**config.mk**
```make
export PLATFORM = sky130hd
export DESIGN_NAME = sko_cell
export DESIGN_NICKNAME = d
export VERILOG_FILES = /design/src/rtl/core/sko_pkg.sv /design/src/rtl/core/sko_cell.sv
export SDC_FILE = /design/constraint.sdc
export NUM_CORES = 1
export LEC_CHECK = 0
export BUFFER_PORTS_ARGS = -buffer_cell sky130_fd_sc_hd__buf_2
export CAP_MARGIN = 30
export CORE_ASPECT_RATIO = 2
export CORE_UTILIZATION = 25
export DETAILED_ROUTE_END_ITERATION = 7
export PLACE_DENSITY = 0.5
export SYNTH_ARGS = -nofsm -noshare
export SYNTH_HDL_FRONTEND = slang
export SYNTH_SLANG_ARGS = --single-unit
export TNS_END_PERCENT = 50
```
**constraint.sdc**
```tcl
create_clock -name clk -period 4.9 [get_ports clk]
set_input_delay 0.735 -clock clk [delete_from_list [all_inputs] [get_ports clk]]
set_output_delay 0.735 -clock clk [all_outputs]
set_load 0.01 [all_outputs]
```
**src/rtl/core/sko_pkg.sv**
```systemverilog
package sko_pkg;

  localparam int DEPTH = 256;
  localparam int IDX_W = (DEPTH > 1) ? $clog2(DEPTH) : 1;
  localparam int CNT_W = IDX_W + 1;
  localparam int KEY_W = 31;
  localparam int OFF_W = 40;
  localparam int POS_W = 9;
  localparam int GROUP = 16;
  localparam int NGROUP = (DEPTH + GROUP - 1) / GROUP;

  typedef enum logic [1:0] {
    ST_OK   = 2'd0,
    ST_MISS = 2'd1,
    ST_DUP  = 2'd2,
    ST_FULL = 2'd3
  } status_t;

  typedef enum logic [2:0] {
    S_IDLE,
    S_CMP,
    S_TREE1,
    S_TREE2,
    S_DONE
  } state_t;

  typedef struct packed {
    logic             kind;
    logic [KEY_W-1:0] key;
    logic [OFF_W-1:0] offset;
  } item_t;

  typedef struct packed {
    status_t          status;
    logic [OFF_W-1:0] found_offset;
    logic [POS_W-1:0] position;
  } result_t;

  // contribution of one cell to the reduction tree
  typedef struct packed {
    logic             hit;
    logic [IDX_W-1:0] idx;
    logic [OFF_W-1:0] off;
  } tap_t;

  typedef struct packed {
    logic cmp_en;
    logic wr_en;
  } cell_ctrl_t;

endpackage

```
**src/rtl/core/sko_cell.sv**
```systemverilog
module sko_cell
  import sko_pkg::*;
(
  input  logic             clk,
  input  cell_ctrl_t       ctrl,
  input  logic [IDX_W-1:0] idx,
  input  logic [CNT_W-1:0] count,
  input  logic [KEY_W-1:0] new_key,
  input  logic [OFF_W-1:0] new_off,
  input  logic [KEY_W-1:0] left_key,
  input  logic [OFF_W-1:0] left_off,
  input  logic             left_lt,
  output logic             lt,
  output logic [KEY_W-1:0] key,
  output logic [OFF_W-1:0] off,
  output tap_t             tap
);

  logic occ;
  logic eq;
  logic boundary;

  assign occ = {1'b0, idx} < count;

  always_ff @(posedge clk) begin
    if (ctrl.cmp_en) begin
      lt <= occ && (key < new_key);
      eq <= occ && (key == new_key);
    end
  end

  // first cell that is free or whose key is not below the search key
  assign boundary = !lt && left_lt;

  always_ff @(posedge clk) begin
    if (ctrl.wr_en && !lt) begin
      if (boundary) begin
        key <= new_key;
        off <= new_off;
      end else begin
        key <= left_key;
        off <= left_off;
      end
    end
  end

  always_comb begin
    tap.hit = eq;
    tap.idx = boundary ? idx : '0;
    tap.off = eq ? off : '0;
  end

endmodule

```
* Word-level counts from Yosys, hierarchy flattened
Cells that the tools add are included.
W data, S select, Z words.
** Cells by class
- $lt $le $gt $ge :: 2
- Equality and inequality tests :: 1
- Mux-type cells :: 4
- Reduce and logical (&&, ||, !) cells :: 5
** Operators with widths (count)
- $mux W40 :: 2
- $eq A31 B31 Y1 :: 1
- $lt A31 B31 Y1 :: 1
- $mux W31 :: 1
- $lt A8 B9 Y1 :: 1
- $mux W8 :: 1
- $logic_and A1 B1 Y1 :: 4
- $logic_not A1 Y1 :: 1
** Storage, ports and cells
- Register bits :: 73
- Output and inout bits :: 121
- Word-level logic and storage cells :: 16

* Depth between registers and ports, before layout
Gate-level depths: netlist (run 1).
- Depth after elaboration :: 3
- Mapped depth :: 7
- Depth with buffers taken out :: 7

* Worst setup path after synthesis (run 1)
OpenSTA, ideal clock, no wires.
- Path kind :: input port to flip-flop
- From :: input ctrl[0] (netlist bit)
- To :: register key[0] (enable)
- Setup time :: 0.508 ns
- Arrival :: 3.848 ns
- Required time :: 4.392 ns
- Path slack :: 0.544 ns
- Cell stages on the path :: 1
- Cell sequence :: nor2b_1
** Between the ends
- Word-level cells in the longest chain between the ends :: 1
** Ends and longest elaborated chain
- from (decl) :: RTL line sko_cell.sv:5 : input cell_ctrl_t ctrl,
- $logic_and A1 B1 Y1 :: RTL line sko_cell.sv:36 : if (ctrl.wr_en && !lt) begin
- to (signal assigned) :: RTL line sko_cell.sv:38 : key <= new_key;
- to (signal assigned) :: RTL line sko_cell.sv:41 : key <= left_key;
- to (decl) :: RTL line sko_cell.sv:14 : output logic [KEY_W-1:0] key,
No other way between the ends.
A chain may end at the register's enable or synchronous reset.

==> results.ini, run 1 <==
[power]
static-leakage-power_uw = 0.00304
vdd_drop_max_uv = 151
cellPowerDensity_nw_per_um2 = 284

[drt]
vias = 3647
met1_length_um = 4320
wl_per_cell_um = 14.8
route.antenna.remaining_nets = 0
vias_per_cell = 4.36
drtIter0Drc = 79
drc = 0
wl_met3_um = 703
drt_wl_total_um = 12300
highest_layer = met4
route.met2.wl_um = 6960
drt_pass1_iterations = 4

[worst_setup_path]
path_cells = nor2b_4 -> and2_1 -> buf_2
r2r-start = lt
cp_max_fo = 24
path_buf_inv = 1
worstPathArrival_ps = 1760
path_class = flop to primary output
worstPathRequired_ps = 4160
crit_path_end_kind = primary output
cpPeakStageDelay_ps = 580
critPathLaunch = lt
slowest_stage = nor2b_4
crit_family = simple AND/OR/NAND/NOR gates
start_kind = flop

[global_routing]
grt.overflow.total = 0
antenna_found_initial = 0
grt_pass1_wl_um = 18100
grt_pass1_vias = 3719
grt_start_max_net_pins = 57
grt_util_all_layers_pct = 13.6

[synth]
synth.yosys.warnings = 0
seq_area_frac_synth_pct = 50.5
synth_top_area_share_pct = 50.5
syn_area_per_cell_sq_um = 12.7
yosys.area.top_type = edfxtp_1
synth_nets = 543
synthAdderAreaFrac_pct = 11.0
synth-xor-area-share_pct = 0
synth_compound_area_share_pct = 4.41
synthMuxAreaShare_pct = 18.4
synth_cells = 342
synth_top_cells_by_area = edfxtp_1 51%, mux2_2 18%, ha_1 11%
synth-seq-cells = 73
synth_top_family_by_area = multiplexers
synthDistinctLibCells = 32
synth.cell_area_sq_um = 4340
synth_simple_gate_area_share_pct = 10.7

[timing]
fin_crit_sh_pct = 51.0
period_needed_ps = 2500
skew_ps = 6.08
fmax_mhz = 400
drv_slew = 0
tns_ps = 0
hold_viol = 0
finalSetupViolations = 0
rsz0062_at_grt = false
relSlewSlack_pct = 36.0
tightest_slew_ps = 960

[clock_network]
cts_setup_buffers = 0
hold_buffers = 0
h-tree-depth = 3
cts.clk_slew.worst_paths_ps = 60
clock_sinks = 73
cts_resized = 0
cts_tree = done
clk_path_buf_depth = 2
clkLatencyLatePin_ps = 330
cts_root_buf = clkbuf_16
tritoncts.num_buffers = 9

[placed_design]
dp_hpwl_um = 10000
io_buffers = 283
gp_congestion = 0.782
place_inst = 820

[hold_path]
min_from = ctrl[1]
min_path_type = input pin to flop

[die]
io_pins = 284
die_h_um = 188
core_region_area_sq_um = 16800
std_cell_rows = 67
initial_core_util_pct = 25.8
die_w_um = 95.2
dieArea_sq_um = 17900

[layout]
final_cells = 836
synthToLayoutAreaGrowth_pct = 44.7
drive_gt1_share_pct = 59.8
final_nets = 825
nFillCells = 1695
num_antenna_cells = 0

[job]
maxCapViolCount = 0

[run_status]
status = complete, no violations

## cell type report
| class | instances | area (sq um) | area share [%] |
|---|---|---|---|
| Clock inverter | 7 | 71.3 | 1.14 |
| Sequential cell | 73 | 2190 | 34.9 |
| Timing Repair Buffer | 285 | 1440 | 23.0 |
| Tap cell | 207 | 259 | 4.12 |
| Multi-Input combinational cell | 216 | 1940 | 30.9 |
| Clock buffer | 9 | 225 | 3.58 |
| Inverter | 39 | 146 | 2.33 |
## layout by cell type (no fill, tap or decap)
cell and n:
o211ai_1 2, a211oi_1 3, a2bb2oi_1 1, clkinv_2 2
nor3b_1 1, buf_2 283, buf_4 1, nor2_1 5
nand3_1 4, mux2_2 70, bufinv_16 1, a221oi_2 1
clkinv_4 1, o31ai_1 1, edfxtp_1 73, and4_1 2
nand4b_1 1, a21o_1 2, ha_1 38, clkbuf_16 9
a221o_1 1, inv_1 39, and4_2 1, nand2_1 8
nor2b_4 2, clkinvlp_4 3, a221oi_1 1, a21oi_1 11
mux2_1 1, nand4_1 3, a21oi_2 1, o21ai_0 5
nor3_1 1, buf_12 1, and2_1 49, nand3b_1 1
## synth_stat cells, drive strengths merged
master and instances:
a21o 2, and4 3, nor3b 1, buf 9, clkbuf 5, inv 39
nand2 8, o31ai 1, a21oi 12, nor3 1, nand4b 1, nand4 3
ha 38, mux2 71, and2 49, a2bb2oi 1, nand3b 1, nor2 5
nor2b 2, o21ai 5, edfxtp 73, a221o 1, nand3 4, o211ai 2
a211oi 3, a221oi 2
## metal layers
layer | vias to the layer above | track usage, %
met4 | 0 | 6.29
met1 | 1660 | 13.1
li1 | 1796 | -
met3 | 17 | 2.30
met2 | 174 | 26.5
met5 | - | 0
## registers in the layout, indices dropped and copies added (netlist names)
register and count:
key 31, off 40, lt 1, eq 1
## through the flow
step / setup WS [ps] / total power, uW / cell area, sq um / utilization [%] / hold slack (ps)
finish: 2400 / 1780 / 6280 / 37.3 / 623
global placement: 2380 / 1140 / 5990 / 35.5 / 879
floorplan: 544 / 977 / 4340 / - / 847
CTS: 2340 / 1820 / 6280 / 37.3 / 602
global route: 2270 / 1880 / 6280 / 37.3 / 604
detailed placement: 2320 / 1140 / 5990 / 35.5 / 865
## cell families after synthesis
group                    after synthesis
adder cells (fa/ha/maj)               38
AO/OA/AOI/OAI                         29
AND/OR/NAND/NOR                       78
buffers and inverters                 53
multiplexers                          71
flip-flops                            73
## power breakdown
part	total (uW)	switching (uW)	internal [uW]
Clock	659	266	393
Combinational	349	168	181
Sequential	774	25.6	749
Total	1780	459	1320
## worst paths after layout
check | slack (ps) | end | depth (start not counted)
setup reg to reg | 2670 | key[14] | 2
setup / recovery | 2400 | tap[44] | 3
hold / removal | 620 | eq | 1
hold reg to reg | 880 | lt | 4
## worst reg2reg max path, stage by stage (launching register included)
cell and delay, ps:
edfxtp_1 500, nor2b_4 690, buf_4 650
No activity file was read; power rests on OpenSTA's default activity.
==> run 2: changes to the inputs <==
clock period = 2.35 ns   (was 4.9 ns; I/O delays follow)
==> run 2 against run 1 <==
First-iteration DRC count fell by 19%. Utilization is 0.27 points higher. Non-clock buffer count grew 3. Flip-flop and latch count unchanged. Global-route usage up 0.13 points. Register-to-register slack worse by 2200 ps.
==> results.ini, run 2 (synthesized netlist as in run 1, its figures left out) <==
[clock_network]
clkLatencyLatePin_ps = 340
cts_tree = done
hold_buffers = 0
cts_setup_buffers = 0
cts_resized = 0
clk_path_buf_depth = 2
tritoncts.num_buffers = 9
cts_root_buf = clkbuf_16
h-tree-depth = 3
cts.clk_slew.worst_paths_ps = 60
clock_sinks = 73

[layout]
mostFrequentLayoutCell = buf_2
drive_gt1_share_pct = 59.8
final_cell_mix = 283 x buf_2, 73 x edfxtp_1, 70 x mux2_2
final_nets = 828
num_antenna_cells = 0
synthToLayoutAreaGrowth_pct = 45.8
largest_register_ffs = 40
top_register = off
reg_top3 = off x40, key x31
final_core_util_pct = 37.6

[timing]
hold_viol = 0
fmax_mhz = 481
period_needed_ps = 2080
tns_ps = 0
fin_crit_sh_pct = 88.4
finalSetupViolations = 0
fin_ws_ps = 272
relSlewSlack_pct = 58.3
tightest_slew_ps = 626
drv_slew = 0
skew_ps = 4.38
rsz0062_at_grt = false
worst_hold_slack_ps = 238

[drt]
drc = 0
vias_per_cell = 4.36
drt_pass1_iterations = 4
drtIter0Drc = 64
vias = 3657
wl_per_cell_um = 15.0
drt_wl_total_um = 12600
route.antenna.remaining_nets = 0

[global_routing]
grt.overflow.total = 0
grt_pass1_vias = 3741
antenna_found_initial = 0
grt_util_all_layers_pct = 13.7
grt_pass1_wl_um = 18200
grt_start_max_net_pins = 80

[die]
dieArea_sq_um = 17900
std_cell_rows = 67
io_pins = 284
die_w_um = 95.2
die_h_um = 188
initial_core_util_pct = 25.8
core_region_area_sq_um = 16800

[placed_design]
gp_congestion = 0.787
pre_cts_ws_ps = 384
dp_hpwl_um = 10300
io_buffers = 283

[hold_path]
min_path_type = input pin to flop

[worst_setup_path]
crit_family = flip-flops
path_buf_inv = 2
path_class = flop to primary output
slowest_stage = edfxtp_1
cp_max_fo = 79
crit_path_end_kind = primary output
path_cells = nor2b_4 -> buf_12 -> and2_1 -> buf_2
start_kind = flop
cpPeakStageDelay_ps = 500
worstPathArrival_ps = 1730
worstPathRequired_ps = 2000

[power]
vdd_drop_max_uv = 303
cellPowerDensity_nw_per_um2 = 604
power_uw = 3820
static-leakage-power_uw = 0.00306

[run_status]
status = complete, no violations

[job]
maxCapViolCount = 0

-- run 2: layout make-up --
class                           instances  area [sq um]
Inverter                               39           146
Clock inverter                          7          95.1
Fill cell                            1733         10500
Tap cell                              207           259
Sequential cell                        73          2190
Timing Repair Buffer                  288          1470
Multi-Input combinational cell        216          1940
Clock buffer                            9           225
-- run 2: where the power goes --
| group | internal, uW | switching [uW] | leakage, uW | total, uW |
|---|---|---|---|---|
| combinational | 380 | 358 | 0.00223 | 738 |
| sequential | 1560 | 45.6 | 0.000687 | 1610 |
| clock | 927 | 553 | 0.000145 | 1480 |
| total | 2870 | 957 | 0.00306 | 3820 |
-- run 2: path summary, 6_finish.rpt --
kind | slack (ps) | depth (start not counted) | end | from
min reg2reg | 870 | 4 | lt | key[30]
max reg2reg | 480 | 6 | lt | key[24]
max | 270 | 4 | tap[43] | lt
min | 240 | 1 | eq | ctrl[1]
-- run 2: layer usage --
metal | vias up | part of all wire (%) | GRT usage [%]
li1 | 1804 | - | -
met1 | 1675 | 32 | 11.3
met2 | 160 | 59 | 28.3
met3 | 18 | 6.2 | 2.87
met4 | 0 | 2.4 | 6.59
met5 | - | 0 | 0
-- run 2: per-stage QoR --
step	instances	cell area, sq um
after floorplan	342	4350
after global placement	823	6010
after detailed placement	823	6010
after CTS	839	6330
after global routing	839	6330
final	839	6330
